## config.mk

```make
export PLATFORM = sky130hd
export DESIGN_NAME = chtab_fifo
export DESIGN_NICKNAME = d
export VERILOG_FILES = /design/src/hdl/chtab_pkg.sv /design/src/hdl/chtab_fifo.sv
export SDC_FILE = /design/constraint.sdc
export NUM_CORES = 1
export LEC_CHECK = 0
export BUFFER_PORTS_ARGS = -buffer_cell sky130_fd_sc_hd__buf_2
export CORE_MARGIN = 2
export CORE_UTILIZATION = 47
export DETAILED_ROUTE_END_ITERATION = 6
export PLACE_DENSITY = 0.76
export SYNTH_ARGS = -nofsm -noshare
export SYNTH_HDL_FRONTEND = slang
export SYNTH_SLANG_ARGS = --single-unit
```

## constraint.sdc

```tcl
create_clock -name clk_i -period 4.64 [get_ports clk_i]
set_input_delay 0.232 -clock clk_i [delete_from_list [all_inputs] [get_ports clk_i]]
set_output_delay 0.232 -clock clk_i [all_outputs]
set_load 0.01 [all_outputs]
```

## src/hdl/chtab_pkg.sv

```systemverilog
// Shared types, constants and codes of the callsign hash table.
package chtab_pkg;

  localparam int TABLE_ENTRIES_DEF = 256;
  localparam int QUEUE_DEPTH       = 2;

  localparam int CALL_W = 58;
  localparam int HASH_W = 22;
  localparam int MODE_W = 2;
  localparam int KIND_W = 2;

  localparam int MUL_A_W  = 29;
  localparam int MUL_C_W  = 18;
  localparam int PROD_W   = MUL_A_W + MUL_C_W;
  localparam int ACC_W    = 64;
  localparam int HASH_LSB = 42;
  localparam int STEP_W   = 3;

  localparam logic [MUL_C_W*2-1:0] HASH_MULT = 36'd47055833459;
  localparam logic [STEP_W-1:0]    MUL_LAST  = 3'd4;

  localparam int SHIFT_KEY12 = 10;
  localparam int SHIFT_KEY10 = 12;

  typedef enum logic [MODE_W-1:0] {
    MODE_SAVE   = 2'd0,
    MODE_SEED   = 2'd1,
    MODE_LOOKUP = 2'd2
  } mode_e;

  typedef enum logic [KIND_W-1:0] {
    KIND_22 = 2'd0,
    KIND_12 = 2'd1,
    KIND_10 = 2'd2
  } kind_e;

  typedef enum logic [1:0] {
    OP_NOP,
    OP_STORE,
    OP_LOOKUP
  } op_e;

  typedef enum logic [1:0] {
    FR_IDLE,
    FR_MUL,
    FR_PUSH
  } fr_state_e;

  typedef enum logic [1:0] {
    BK_IDLE,
    BK_SCAN,
    BK_EMIT
  } bk_state_e;

  typedef struct packed {
    op_e                op;
    logic [CALL_W-1:0]  call;
    logic [HASH_W-1:0]  hash;
    logic [KIND_W-1:0]  kind;
  } cmd_t;

  typedef struct packed {
    logic               found;
    logic               present;
    logic               stored;
    logic [CALL_W-1:0]  call;
    logic [HASH_W-1:0]  hash;
  } res_t;

endpackage

```

## src/hdl/chtab_fifo.sv

```systemverilog
// Short command queue between the front end and the table engine.
module chtab_fifo (
  input  logic            clk_i,
  input  logic            rst_ni,
  input  logic            push_i,
  input  chtab_pkg::cmd_t push_data_i,
  output logic            full_o,
  input  logic            pop_i,
  output chtab_pkg::cmd_t pop_data_o,
  output logic            empty_o
);
  import chtab_pkg::*;

  localparam int PtrW = (QUEUE_DEPTH > 1) ? $clog2(QUEUE_DEPTH) : 1;
  localparam int CntW = $clog2(QUEUE_DEPTH + 1);

  cmd_t            slot_q [QUEUE_DEPTH];
  logic [PtrW-1:0] wr_ptr_q, wr_ptr_d;
  logic [PtrW-1:0] rd_ptr_q, rd_ptr_d;
  logic [CntW-1:0] count_q, count_d;

  assign full_o     = (count_q == CntW'(QUEUE_DEPTH));
  assign empty_o    = (count_q == '0);
  assign pop_data_o = slot_q[rd_ptr_q];

  always_comb begin
    wr_ptr_d = wr_ptr_q;
    rd_ptr_d = rd_ptr_q;
    count_d  = count_q;
    if (push_i) begin
      wr_ptr_d = (wr_ptr_q == PtrW'(QUEUE_DEPTH - 1)) ? '0 : wr_ptr_q + PtrW'(1);
    end
    if (pop_i) begin
      rd_ptr_d = (rd_ptr_q == PtrW'(QUEUE_DEPTH - 1)) ? '0 : rd_ptr_q + PtrW'(1);
    end
    if (push_i && !pop_i) begin
      count_d = count_q + CntW'(1);
    end else if (pop_i && !push_i) begin
      count_d = count_q - CntW'(1);
    end
  end

  always_ff @(posedge clk_i or negedge rst_ni) begin
    if (!rst_ni) begin
      wr_ptr_q <= '0;
      rd_ptr_q <= '0;
      count_q  <= '0;
    end else begin
      wr_ptr_q <= wr_ptr_d;
      rd_ptr_q <= rd_ptr_d;
      count_q  <= count_d;
    end
  end

  always_ff @(posedge clk_i) begin
    if (push_i) begin
      slot_q[wr_ptr_q] <= push_data_i;
    end
  end

endmodule

```

==> flow_metrics.py <==
metrics = {
    "critical_path": {
        "critPathMaxFanout": 85,
        "r2r_start": "wr_ptr_q",
        "startpoint_type": "flip-flop",
        "reg2reg_slack_ns": 2.39,
        "slowest_stage": "dfrtp_4",
        "cp_data_required_time_ns": 4.41,
        "critPathKind": "flip-flop to output pin",
        "slowest_delay_ns": 1.18,
        "crit_path_end_kind": "output pin",
        "cp.arrival_ns": 2.25,
        "worstRegToRegCells": 2,
        "path_cells": "mux2_2 > buf_2",
        "r2r-end": "slot_q[0][20]",
    },
    "timing": {
        "rsz0062_at_grt": "no",
        "min_period_ns": 2.48,
        "finalMaxSlewViolations": 0,
        "setup_viol": 0,
        "finalHoldViolCount": 0,
        "holdWs_ns": 0.0234,
        "timing.final.crit_share": 0.536,
        "relSlewSlack": 0.222,
        "timing.setup.tns_ns": 0,
        "tightest_slew_ns": 1.17,
        "fin_skew_ns": 0.00452,
        "clock.fmax_mhz": 402,
    },
    "logic_synthesis": {
        "synth_top_family_by_area": "multiplexers",
        "synth_edf_count": 168,
        "synthFlopType": "edfxtp_1",
        "synthXorXnorAreaFrac": 0.00700,
        "synthSimpleGateAreaFrac": 0.00420,
        "syn_area_um2": 6260,
        "synth_top_area_share": 0.806,
        "async_flop_share": 0.0233,
        "postSynthAreaPerCell_um2": 22.6,
        "synthAdderAreaFrac": 0.00200,
        "synth_compound_area_frac": 0,
        "synth_seq_cells": 172,
        "synth_common_cells": "edfxtp_1, mux2_1, mux2_2, buf_6",
        "synth_cell_type_count": 14,
        "netlist_instances": 277,
        "yosysSeqAreaShare": 0.822,
        "yosys_warnings": 0,
        "syn_nets": 366,
        "synth_mux_area_frac": 0.151,
        "synth_most_common_cell": "edfxtp_1",
        "synth_area_leader_cell": "edfxtp_1",
        "synth_area_leaders": "edfxtp_1, mux2_1, mux2_2",
    },
    "cells_and_area": {
        "layout-drive-gt1-share": 0.430,
        "area_growth_pct": 38.4,
        "final_area_um2": 8660,
        "final_nets": 629,
        "n_fill_cell": 910,
        "fin_util": 0.659,
        "final_cells": 729,
        "n_antenna_cell": 0,
    },
    "hold_path": {
        "whs_path_depth": 1,
        "hold_end": "slot_q[1][25]",
        "hp-start": "push_data_i[25]",
        "min_path_type": "primary input to flip-flop",
    },
    "route": {
        "wirelength_um": 12100,
        "drcViolationCount": 0,
        "drt-pass1-iter-count": 4,
        "route.antenna.remaining_nets": 0,
        "dr.first_iter.drc_count": 147,
        "drt-wirelength-per-cell_um": 16.6,
        "via_count": 3473,
        "via_per_inst": 4.76,
    },
    "global_route": {
        "grt_max_degree": 86,
        "track_usage": 0.174,
        "grt_pass1_wl_um": 18400,
        "antenna_found_initial": 0,
        "grt_pass1_vias": 3726,
        "gr-total-overflow": 0,
    },
    "clocking": {
        "cts_tree": "done",
        "htreeDepth": 4,
        "clk_latency_ns": 0.41,
        "clockRootBuffer": "clkbuf_16",
        "clock_sinks": 172,
        "cts_made_buffers": 17,
        "cts.reportedPaths.clkPinSlew_ns": 0.06,
        "cts_resized": 0,
        "hold_buffers": 77,
        "post-cts-setup-buffers": 0,
        "clock_path_buffers": 2,
    },
    "place": {
        "place_inst": 618,
        "dp_hpwl_um": 6750,
        "io_buffers": 173,
        "routabilityCongestion": 0.678,
        "place_area_um2": 7280,
    },
    "floorplan": {
        "dieArea_um2": 14200,
        "die_h_um": 119,
        "initial_core_util": 0.476,
        "ioPinCount": 174,
        "fp.coreArea_um2": 13100,
        "rows": 42,
        "fp.dieW_um": 119,
    },
    "flow_run": {
        "max-cap-violations": 0,
    },
    "pwr": {
        "power_density_nw_per_um2": 557,
        "p_leak_nw": 3.31,
        "ir_worst_vdd_mv": 0.494,
    },
    "outcome": {
        "outcome": "finished clean",
    },
}
## layout make-up
cell class              count  area (um^2)  area share
flip-flops and latches    172         5150       0.595
repair buffers            253         1660       0.192
multi-input cells          95         1040       0.120
clock buffers              26          499      0.0577
well taps                 176          220      0.0254
clock inverters             6         85.1     0.00983
inverters                   1         3.75    0.000433
## flip-flops by register name, summed over array words and instances, names as in the netlist
register / cells
slot_q: 168
rd_ptr_q: 1
count_q: 2
wr_ptr_q: 1
## cell usage in the layout (no fill, tap or decap)
| cell | Yosys | routed |
|---|---|---|
| buf_2 | 3 | 173 |
| edfxtp_1 | 168 | 168 |
| dlygate4sd3_1 | 0 | 79 |
| mux2_1 | 50 | 50 |
| mux2_2 | 34 | 34 |
| clkbuf_16 | 0 | 17 |
| clkbuf_1 | 0 | 5 |
| xor2_1 | 4 | 4 |
| clkbuf_8 | 0 | 4 |
| dfrtp_1 | 4 | 3 |
| nor2_1 | 2 | 2 |
| clkinv_2 | 0 | 2 |
| clkinvlp_4 | 0 | 2 |
| bufinv_16 | 0 | 2 |
| inv_1 | 1 | 1 |
| nor2b_1 | 2 | 1 |
| and2_4 | 0 | 1 |
| nor2b_4 | 0 | 1 |
| xnor2_1 | 1 | 1 |
| ha_1 | 1 | 1 |
| buf_4 | 1 | 1 |
| dfrtp_4 | 0 | 1 |
## per-layer routing
| metal | wire length (um) | GRT usage |
|---|---|---|
| met5 | 0 | 0 |
| met4 | 235 | 0.0772 |
| met3 | 673 | 0.0469 |
| met2 | 6500 | 0.312 |
| met1 | 4730 | 0.193 |
## where the power goes
group	internal [W]	switching (W)	leakage [nW]
clock	0.000849	0.000525	0.281
combinational	0.000577	0.000578	1.40
sequential	0.00207	0.000223	1.62
total	0.00349	0.00133	3.31
## metrics by stage
stage	setup slack, ns	total power, W
2_1_floorplan	1.61	0.00299
3_5_place_dp	2.36	0.00343
6_report	2.16	0.00482
4_1_cts	2.13	0.00486
5_1_grt	2.04	0.00504
3_3_place_gp	2.42	0.00340
## worst max path at each step
stage / from / end / depth (start not counted)
6_report: rd_ptr_q / pop_data_o[69] / 2
5_1_grt: rd_ptr_q / pop_data_o[63] / 2
4_1_cts: rd_ptr_q / pop_data_o[60] / 2
3_5_place_dp: wr_ptr_q / slot_q[0][37] / 2
3_3_place_gp: wr_ptr_q / slot_q[0][15] / 2
2_1_floorplan: wr_ptr_q / slot_q[0][0] / 1
## cells by family after synthesis
logic type / Yosys count
adders and majority gates: 1
xor gates and xnor gates: 5
DFF: 172
and+or+nand+nor: 5
muxes: 84
buffers and inverters: 10
## worst max-delay path: cells and delay by family, from the launching register on
kind | cells | cell delay (ns)
multiplexers | 1 | 0.44
buffers and inverters | 1 | 0.15
flip-flops | 1 | 1.18
(Power assumes the default switching activity.)
