$ cat config.mk
export PLATFORM = sky130hd
export DESIGN_NAME = chtab_front
export DESIGN_NICKNAME = d
export VERILOG_FILES = /design/src/hdl/chtab_pkg.sv /design/src/hdl/chtab_front.sv
export SDC_FILE = /design/constraint.sdc
export NUM_CORES = 1
export LEC_CHECK = 0
export ABC_AREA = 1
export BUFFER_PORTS_ARGS = -buffer_cell sky130_fd_sc_hd__buf_2
export CAP_MARGIN = 15
export CORE_AREA = 3 3 328 330
export DETAILED_ROUTE_END_ITERATION = 6
export DIE_AREA = 0 0 331 333
export HOLD_SLACK_MARGIN = 0.03
export MAX_ROUTING_LAYER = met4
export SETUP_SLACK_MARGIN = 0.2
export SYNTH_ARGS = -nofsm -noshare
export SYNTH_HDL_FRONTEND = slang
export SYNTH_SLANG_ARGS = --single-unit
$ cat constraint.sdc
create_clock -name clk_i -period 7.7 [get_ports clk_i]
set_clock_uncertainty 0.2 [all_clocks]
set_input_delay 0.385 -clock clk_i [delete_from_list [all_inputs] [get_ports clk_i]]
set_output_delay 0.385 -clock clk_i [all_outputs]
set_load 0.01 [all_outputs]
$ cat src/hdl/chtab_pkg.sv
// Shared types, constants and codes of the callsign hash table.
package chtab_pkg;

  localparam int TABLE_ENTRIES_DEF = 256;
  localparam int QUEUE_DEPTH       = 2;

  localparam int CALL_W = 58;
  localparam int HASH_W = 22;
  localparam int MODE_W = 2;
  localparam int KIND_W = 2;

  localparam int MUL_A_W  = 29;
  localparam int MUL_C_W  = 18;
  localparam int PROD_W   = MUL_A_W + MUL_C_W;
  localparam int ACC_W    = 64;
  localparam int HASH_LSB = 42;
  localparam int STEP_W   = 3;

  localparam logic [MUL_C_W*2-1:0] HASH_MULT = 36'd47055833459;
  localparam logic [STEP_W-1:0]    MUL_LAST  = 3'd4;

  localparam int SHIFT_KEY12 = 10;
  localparam int SHIFT_KEY10 = 12;

  typedef enum logic [MODE_W-1:0] {
    MODE_SAVE   = 2'd0,
    MODE_SEED   = 2'd1,
    MODE_LOOKUP = 2'd2
  } mode_e;

  typedef enum logic [KIND_W-1:0] {
    KIND_22 = 2'd0,
    KIND_12 = 2'd1,
    KIND_10 = 2'd2
  } kind_e;

  typedef enum logic [1:0] {
    OP_NOP,
    OP_STORE,
    OP_LOOKUP
  } op_e;

  typedef enum logic [1:0] {
    FR_IDLE,
    FR_MUL,
    FR_PUSH
  } fr_state_e;

  typedef enum logic [1:0] {
    BK_IDLE,
    BK_SCAN,
    BK_EMIT
  } bk_state_e;

  typedef struct packed {
    op_e                op;
    logic [CALL_W-1:0]  call;
    logic [HASH_W-1:0]  hash;
    logic [KIND_W-1:0]  kind;
  } cmd_t;

  typedef struct packed {
    logic               found;
    logic               present;
    logic               stored;
    logic [CALL_W-1:0]  call;
    logic [HASH_W-1:0]  hash;
  } res_t;

endpackage

$ cat src/hdl/chtab_front.sv
// Front end: accepts request words, classifies them and computes seed hashes.
module chtab_front (
  input  logic                         clk_i,
  input  logic                         rst_ni,
  input  logic                         in_valid_i,
  output logic                         in_stall_o,
  input  logic [chtab_pkg::MODE_W-1:0] mode_i,
  input  logic [chtab_pkg::CALL_W-1:0] call_packed_i,
  input  logic [chtab_pkg::HASH_W-1:0] hash_key_i,
  input  logic [chtab_pkg::KIND_W-1:0] hash_kind_i,
  output logic                         push_o,
  output chtab_pkg::cmd_t              cmd_o,
  input  logic                         full_i
);
  import chtab_pkg::*;

  fr_state_e           state_q, state_d;
  cmd_t                cmd_q, cmd_d;
  logic [STEP_W-1:0]   step_q, step_d;
  logic [PROD_W-1:0]   prod_q, prod_d;
  logic [ACC_W-1:0]    acc_q, acc_d;
  logic [MUL_A_W-1:0]  mul_a;
  logic [MUL_C_W-1:0]  mul_c;
  logic [ACC_W-1:0]    addend;
  logic                accept;
  logic                call_zero;

  assign accept    = in_valid_i && (state_q == FR_IDLE);
  assign call_zero = (call_packed_i == '0);

  always_comb begin
    state_d = state_q;
    case (state_q)
      FR_IDLE: begin
        if (in_valid_i) begin
          if ((mode_i == MODE_SEED) && !call_zero) begin
            state_d = FR_MUL;
          end else begin
            state_d = FR_PUSH;
          end
        end
      end
      FR_MUL: begin
        if (step_q == MUL_LAST) begin
          state_d = FR_PUSH;
        end
      end
      FR_PUSH: begin
        if (!full_i) begin
          state_d = FR_IDLE;
        end
      end
      default: state_d = FR_IDLE;
    endcase
  end

  always_comb begin
    in_stall_o = (state_q != FR_IDLE);
    push_o     = (state_q == FR_PUSH) && !full_i;
  end

  always_comb begin
    case (step_q)
      3'd1: begin
        mul_a = cmd_q.call[MUL_A_W-1:0];
        mul_c = HASH_MULT[2*MUL_C_W-1:MUL_C_W];
      end
      3'd2: begin
        mul_a = cmd_q.call[CALL_W-1:MUL_A_W];
        mul_c = HASH_MULT[MUL_C_W-1:0];
      end
      3'd3: begin
        mul_a = cmd_q.call[CALL_W-1:MUL_A_W];
        mul_c = HASH_MULT[2*MUL_C_W-1:MUL_C_W];
      end
      default: begin
        mul_a = cmd_q.call[MUL_A_W-1:0];
        mul_c = HASH_MULT[MUL_C_W-1:0];
      end
    endcase
    prod_d = PROD_W'(mul_a) * PROD_W'(mul_c);
    case (step_q)
      3'd1:    addend = ACC_W'(prod_q);
      3'd2:    addend = ACC_W'(prod_q) << MUL_C_W;
      3'd3:    addend = ACC_W'(prod_q) << MUL_A_W;
      3'd4:    addend = ACC_W'(prod_q) << (MUL_A_W + MUL_C_W);
      default: addend = '0;
    endcase
    acc_d  = (step_q == '0) ? '0 : acc_q + addend;
    step_d = (state_q == FR_MUL) ? step_q + STEP_W'(1) : '0;
  end

  always_comb begin
    cmd_d = cmd_q;
    if (accept) begin
      cmd_d.call = call_packed_i;
      cmd_d.hash = hash_key_i;
      cmd_d.kind = hash_kind_i;
      if (((mode_i == MODE_SAVE) || (mode_i == MODE_SEED)) && !call_zero) begin
        cmd_d.op = OP_STORE;
      end else if (mode_i == MODE_LOOKUP) begin
        cmd_d.op = OP_LOOKUP;
      end else begin
        cmd_d.op = OP_NOP;
      end
    end else if ((state_q == FR_MUL) && (step_q == MUL_LAST)) begin
      cmd_d.hash = acc_d[ACC_W-1:HASH_LSB];
    end
  end

  always_ff @(posedge clk_i or negedge rst_ni) begin
    if (!rst_ni) begin
      state_q <= FR_IDLE;
      step_q  <= '0;
    end else begin
      state_q <= state_d;
      step_q  <= step_d;
    end
  end

  always_ff @(posedge clk_i) begin
    cmd_q  <= cmd_d;
    prod_q <= prod_d;
    acc_q  <= acc_d;
  end

  assign cmd_o = cmd_q;

endmodule

==> summary.md, run 1 <==
| Metric | Value |
|---|---|
| Synth unique cells | 49 |
| RSZ-0062 raised after global routing | true |
| GPL Wtd Cong | 0.980 |
| Core ar. | 0.105 mm2 |
| Max Buffers Root-to-Sink | 2 |
| Dpl cells | 5099 |
| IO Pins | 174 |
| Non-filler cells, final | roughly 5200 |
| Pin count of the biggest net entering global routing | 63 |
| Die Span Y | around 330 um |
| Antenna violations before repair | 2 |
| HPWL Detailed | 71400 um |
| CTS tree | done |
| Synthesized net count | 4203 |
| Worst-Skew Late Latency | 0.50 ns |
| Final nets | 4485 |
| Most common cell after layout, fill and taps aside | inv_1 |
| Reg2Reg Setup Slack | 0.48 ns |
| Remaining global-route overflow | 0 |
| Register area share after synthesis | 0.187 |
| Tmin final | 7.22 ns |
| TNS Setup | 0 ns |
| CTS root buffer | clkbuf_16 |
| 1st-pass router iterations | 5 |
| # DRC | 0 |
| Synth Cell Area | 0.0261 mm2 |
| Final setup vio count | 0 |
| N_diodes | 0 |
| Top cells by area, synth | fa_1 (24%), inv_1 (14%), ha_1 (13%) |
| FP Rows | 119 |
| Top-area cell type share of the netlist area | 0.242 |
| Die width | 331 um |
| Main flop type after synthesis | dfxtp_1 |
| Max FO, Critical Path | just under 60 |
| Most frequent cells in the layout | inv_1 (980), nand2_1 (836), fa_1 (315) |
| Die area | 0.110 mm2 |
| WL/cell | 15.9 um |
| Seq cells post-synth | 200 |
| Total GRT Usage | 0.157 |
| Fin util | 0.289 |
| Critical path arrival | between 7 and 8 ns |
| Total CTS buffers | 17 |
| Proportion of layout cells with a drive suffix above 1 | 0.0815 |
| Vias in the first global route | between 20000 and 25000 |
| Fmax | 138 MHz |
| Antenna violation net count after detailed routing | 0 |
| Post-synth EDFFs | 84 |
| Starting Density | 0.248 |
| Clock-pin slew of the registers on the worst-case setup and hold paths | 0.09 ns |
| Hold crit path type | in2reg |
| H-tree Lvls | 4 |
| Vias | 22600 |
| Syn Area/Cell | around 7.4 um2 |
| Final Hold Fails | 0 |
| Sink Count | 200 |
| Count of final max-slew check failures | 0 |
| Tcrit/Tclk final | 0.938 |
| CP required | 7.94 ns |
| Critical Path Sink Type | flop |
| Slew headroom | 0.430 |
| Critical path type | reg2reg |
| Fill cells | ~12000 |
| Outcome | finished clean |
| Final wirelength | a little over 80000 um |
| DRT iter0 DRCs | 1659 |
| IO buf count | roughly 170 |
| CP Launch Type | flop |
| FFs w/ async S/R, synth | 0.0250 |
| Largest area contributor in the netlist | fa_1 |
| Worst-margin pin slew | 0.855 ns |
| Routed vias/inst | 4.32 |
| Synthesized instance count | 3534 |
| Area Growth Syn to Fin | 16.5% |
| Global-route wire length before repair | 130000 um |
| YS warnings | 0 |
| Max Cap Viol | 0 |
worst max-delay path, cell delays in order (launching register included):
cell     delay [ns]
dfrtp_1        0.42
ha_1           0.23
ha_1           0.22
inv_2          0.07
nand2_2        0.07
buf_12         0.17
o21ai_1        0.49
inv_1          0.22
fa_1           0.56
fa_1           0.56
inv_1          0.06
fa_1           0.48
fa_1           0.54
inv_1          0.05
fa_1           0.49
fa_1           0.41
ha_1           0.38
a21oi_1        0.28
o21ai_0        0.28
a21oi_1        0.29
o21ai_0        0.18
a21oi_1        0.29
xnor2_1        0.15
cells in the mapped netlist, types with 7 or more instances:
cell type and n:
a21oi_1 136, a31oi_1 7, buf_1 9, buf_2 8
clkbuf_1 18, dfxtp_1 111, edfxtp_1 84, fa_1 315
ha_1 266, inv_1 980, inv_2 14, nand2_1 838
nand3_1 76, nand4_1 39, nor2_1 310, nor3_1 15
nor4_1 19, o21a_1 9, o21ai_0 104, o21ai_1 24
o21bai_1 11, o221ai_1 10, o22ai_1 35, xnor2_1 10
xor2_1 27
metal layers:
metal	vias up	routed length [um]	track usage
met5	-	0	-
met4	0	1780	0.0364
met3	83	4250	0.0173
met2	644	37800	0.248
met1	10600	39200	0.214
li1	11200	-	-
area by class of cell:
| type | instances | area (um2) | area share |
|---|---|---|---|
| well taps | 1391 | 1740 | 0.0573 |
| multi-input cells | 2298 | 17300 | 0.571 |
| clock buffers | 17 | 425 | 0.0140 |
| flip-flops and latches | 200 | 4870 | 0.160 |
| inverters | 995 | 3730 | 0.123 |
| repair buffers | 304 | 2100 | 0.0690 |
| clock inverters | 15 | 178 | 0.00585 |
kinds of logic after synthesis:
| logic type | after synthesis | synth area share |
|---|---|---|
| AO/OA/AOI/OAI | 355 | 0.0762 |
| XOR/XNOR | 37 | 0.0124 |
| adder cells (fa/ha/maj) | 581 | 0.369 |
| buffers and inverters | 1036 | 0.151 |
| flip-flops | 200 | 0.187 |
| other | 2 | 0.000288 |
| AND/OR/NAND/NOR | 1323 | 0.204 |
stage by stage:
| step | setup WS (ns) | hold slack [ns] | instance area (um2) |
|---|---|---|---|
| finish | 0.479 | 0.0661 | 30400 |
| floorplan | 0.949 | -0.111 | 26100 |
| detailed placement | 0.485 | 0.0226 | 28900 |
| CTS | 0.440 | 0.0390 | 30300 |
| global route | 0.121 | 0.0875 | 30400 |
| global placement | 0.517 | 0.0215 | 28900 |
repair_timing:
item,in CTS,in global routing
setup endpoints to repair,0,18
setup buffers,0,2
hold endpoints to repair,89,0
hold buffers,86,0
gates resized for setup,0,13
path summary, 6_finish.rpt:
path,start,end,cells after the start
min in group asynchronous,rst_ni,step_q[0]$_DFF_PN0_,3
setup / recovery,step_q[0]$_DFF_PN0_,prod_q[30]$_DFF_P_,22
hold reg to reg,step_q[0]$_DFF_PN0_,step_q[0]$_DFF_PN0_,1
max in group asynchronous,rst_ni,state_q[1]$_DFFE_PN0P_,3
setup reg to reg,step_q[0]$_DFF_PN0_,prod_q[30]$_DFF_P_,22
hold / removal,full_i,state_q[0]$_DFFE_PN0P_,4
sequential cells by signal, summed over array words and instances (netlist names):
| register | cells |
|---|---|
| state_q | 2 |
| step_q | 3 |
| cmd_o | 84 |
| prod_q | 47 |
| acc_q | 64 |
Power of run 1 is left out: the tool's default activity adds up to more than one toggle a clock period on the data nets, which glitch-free logic cannot reach.
==> run 2, diff against run 1 <==
==> constraint.sdc (replaced) <==
create_clock -name clk_i -period 6 [get_ports clk_i]
set_clock_uncertainty 0.2 [all_clocks]
set_input_delay 0.3 -clock clk_i [delete_from_list [all_inputs] [get_ports clk_i]]
set_output_delay 0.3 -clock clk_i [all_outputs]
set_load 0.01 [all_outputs]
==> run 2 against run 1 <==
The run now ends with negative setup slack left. Sequential share of layout area down 2.2 points. First-iteration DRC count is 14% lower. Count of clock-buffer cells in the layout is the same. Critical endpoint is now prod_q[20]$_DFF_P_. Largest cell class unchanged. Flip-flop and latch count did not move. Highest routed layer unchanged. Core utilization grew 4.7 points. Final area increased by 16%. Setup slack got worse by 1.1 ns.
==> summary.md, run 2 (synthesis gave the netlist of run 1 again) <==
| Metric | Value |
|---|---|
| Total CTS buffers | 17 (unchanged) |
| Biggest cell delay along the critical path | 0.55 ns (about the same) |
| Sink Count | 200 (unchanged) |
| # DRC | 0 (unchanged) |
| Area Growth Syn to Fin | 35.4% |
| Worst-margin pin slew | 1.02 ns (+0.164 ns) |
| N_diodes | 0 (unchanged) |
| GPL Wtd Cong | 0.928 (-5.3%) |
| Non-filler cells, final | 5575 (+6.8%) |
| CTS tree | done |
| Max reg flops | 84 (unchanged) |
| CP required | 6.25 ns (-1.69 ns) |
| Final wirelength | 88600 um (+6.7%) |
| Multi-input logic area | 0.0193 mm2 (+11%) |
| Max Buffers Root-to-Sink | 2 (unchanged) |
| Critical path type | reg2reg |
| Die width | 331 um (unchanged) |
| Total GRT Usage | 0.168 (+0.0110) |
| Tmin final | 6.57 ns (-0.649 ns) |
| FP Rows | 119 (unchanged) |
| Die area | 0.110 mm2 (unchanged) |
| Routed vias/inst | 4.30 (-0.65%) |
| Global-route wire length before repair | 137000 um (+5.7%) |
| Remaining global-route overflow | 0 (unchanged) |
| Worst-Skew Late Latency | 0.53 ns (+0.03 ns) |
| Fin util | 0.336 (+0.0468) |
| Failing checks | negative setup slack |
| Slew headroom | 0.319 (-0.111) |
| Antenna violations before repair | 0 (-2) |
| Core ar. | 0.105 mm2 (unchanged) |
| Most common cell after layout, fill and taps aside | inv_1 |
| Hold crit path type | in2reg |
| Fmax | 152 MHz (+9.9%) |
| DRT iter0 DRCs | 1420 (-14%) |
| Critical Path Sink Type | flop |
| Clock-pin slew of the registers on the worst-case setup and hold paths | 0.10 ns (about the same) |
| Starting Density | 0.248 (unchanged) |
| Pin count of the biggest net entering global routing | 63 (unchanged) |
| Sequential cell area | 0.00487 mm2 (unchanged) |
| CP Launch Type | flop |
| H-tree Lvls | 4 (unchanged) |
| Final nets | 4840 (+7.9%) |
| WL/cell | 15.9 um (about the same) |
| Critical path arrival | 6.82 ns (-0.64 ns) |
| HPWL Detailed | 74200 um (+3.9%) |
| Tcrit/Tclk final | 1.10 (+0.158) |
| Top cell by count, worst path | fa_1 |
| Fill cells | 11200 (-2.8%) |
| Hold_ws | 0.298 ns (+0.232 ns) |
| Die Span Y | 333 um (unchanged) |
| Outcome | finished, violations left |
| Count of final max-slew check failures | 0 (unchanged) |
| IO Pins | 174 (unchanged) |
| IO buf count | 173 (unchanged) |
| Vias in the first global route | 25000 (+8.4%) |
| Proportion of layout cells with a drive suffix above 1 | 0.236 (+0.155) |
| Vias | 24000 (+6.1%) |
| Antenna violation net count after detailed routing | 0 (unchanged) |
| Max Cap Viol | 0 (unchanged) |
| Most frequent cells in the layout | inv_1 (934), nand2_1 (791), buf_4 (348) |
| Max FO, Critical Path | 12 (-80%) |
| Final worst slack | -0.572 ns (-1.05 ns) |
| Worst path slowest cell | fa_1 |
| Final setup vio count | 34 (+34) |
| 1st-pass router iterations | 5 (unchanged) |
| RSZ-0062 raised after global routing | true |
| CTS root buffer | clkbuf_16 |
| Final Hold Fails | 0 (unchanged) |
| Dpl cells | 5402 (+5.9%) |
-- run 2: area by class of cell --
type	count	share of cell area
Multi-Input combinational cell	2300	0.547
Timing Repair Buffer	657	0.141
Sequential cell	200	0.138
Inverter	995	0.106
Tap cell	1391	0.0493
Clock buffer	17	0.0120
Clock inverter	15	0.00581
-- run 2: routing by layer --
layer / share of wire / track usage / up-vias / wire length (um)
li1: - / - / 11900 / -
met1: 0.45 / 0.212 / 11300 / 39800
met2: 0.48 / 0.275 / 573 / 42100
met3: 0.042 / 0.0218 / 140 / 3720
met4: 0.034 / 0.0557 / 0 / 3020
met5: 0 / - / - / 0
-- run 2: worst paths after layout --
kind                            slack (ns)           startpoint  depth (start not counted)                      to
worst max-delay path                 -0.57  step_q[0]$_DFF_PN0_                         28      prod_q[20]$_DFF_P_
worst min-delay path                  0.30    call_packed_i[26]                          2     cmd_o[50]$_DFFE_PP_
worst max register to register       -0.57  step_q[0]$_DFF_PN0_                         28      prod_q[20]$_DFF_P_
worst min register to register        0.38  step_q[0]$_DFF_PN0_                          2     step_q[0]$_DFF_PN0_
max in group asynchronous             4.86               rst_ni                          3  state_q[1]$_DFFE_PN0P_
min in group asynchronous             0.52               rst_ni                          3     step_q[1]$_DFF_PN0_
-- run 2: timing repair --
| item | 4_1_cts | 5_1_grt |
|---|---|---|
| setup endpoints to repair | 38 | 38 |
| setup buffers | 29 | 20 |
| hold buffers | 89 | 0 |
| cloned | 3 | 0 |
| pin swaps | 60 | 54 |
| hold endpoints to repair | 91 | 0 |
| resized for setup | 223 | 170 |
-- run 2: through the flow --
step	setup TNS, ns	cell area (um2)	worst slack, ns
2_1_floorplan	-1.25	26800	-0.124
3_3_place_gp	-18.66	31800	-0.739
3_5_place_dp	-21.05	31800	-0.817
4_1_cts	-11.84	34500	-0.461
5_1_grt	-22.80	35300	-0.799
6_report	-14.34	35300	-0.572
-- run 2: critical path, delay by kind of cell, from the launching register on --
kind / cells / cell delay (ns)
adder cells (fa/ha/maj): 9 / 3.65
buffers and inverters: 12 / 1.26
AND/OR/NAND/NOR: 4 / 0.49
flip-flops: 1 / 0.42
AO/OA/AOI/OAI: 2 / 0.25
XOR/XNOR: 1 / 0.17
Power of run 2 is left out for the same reason.
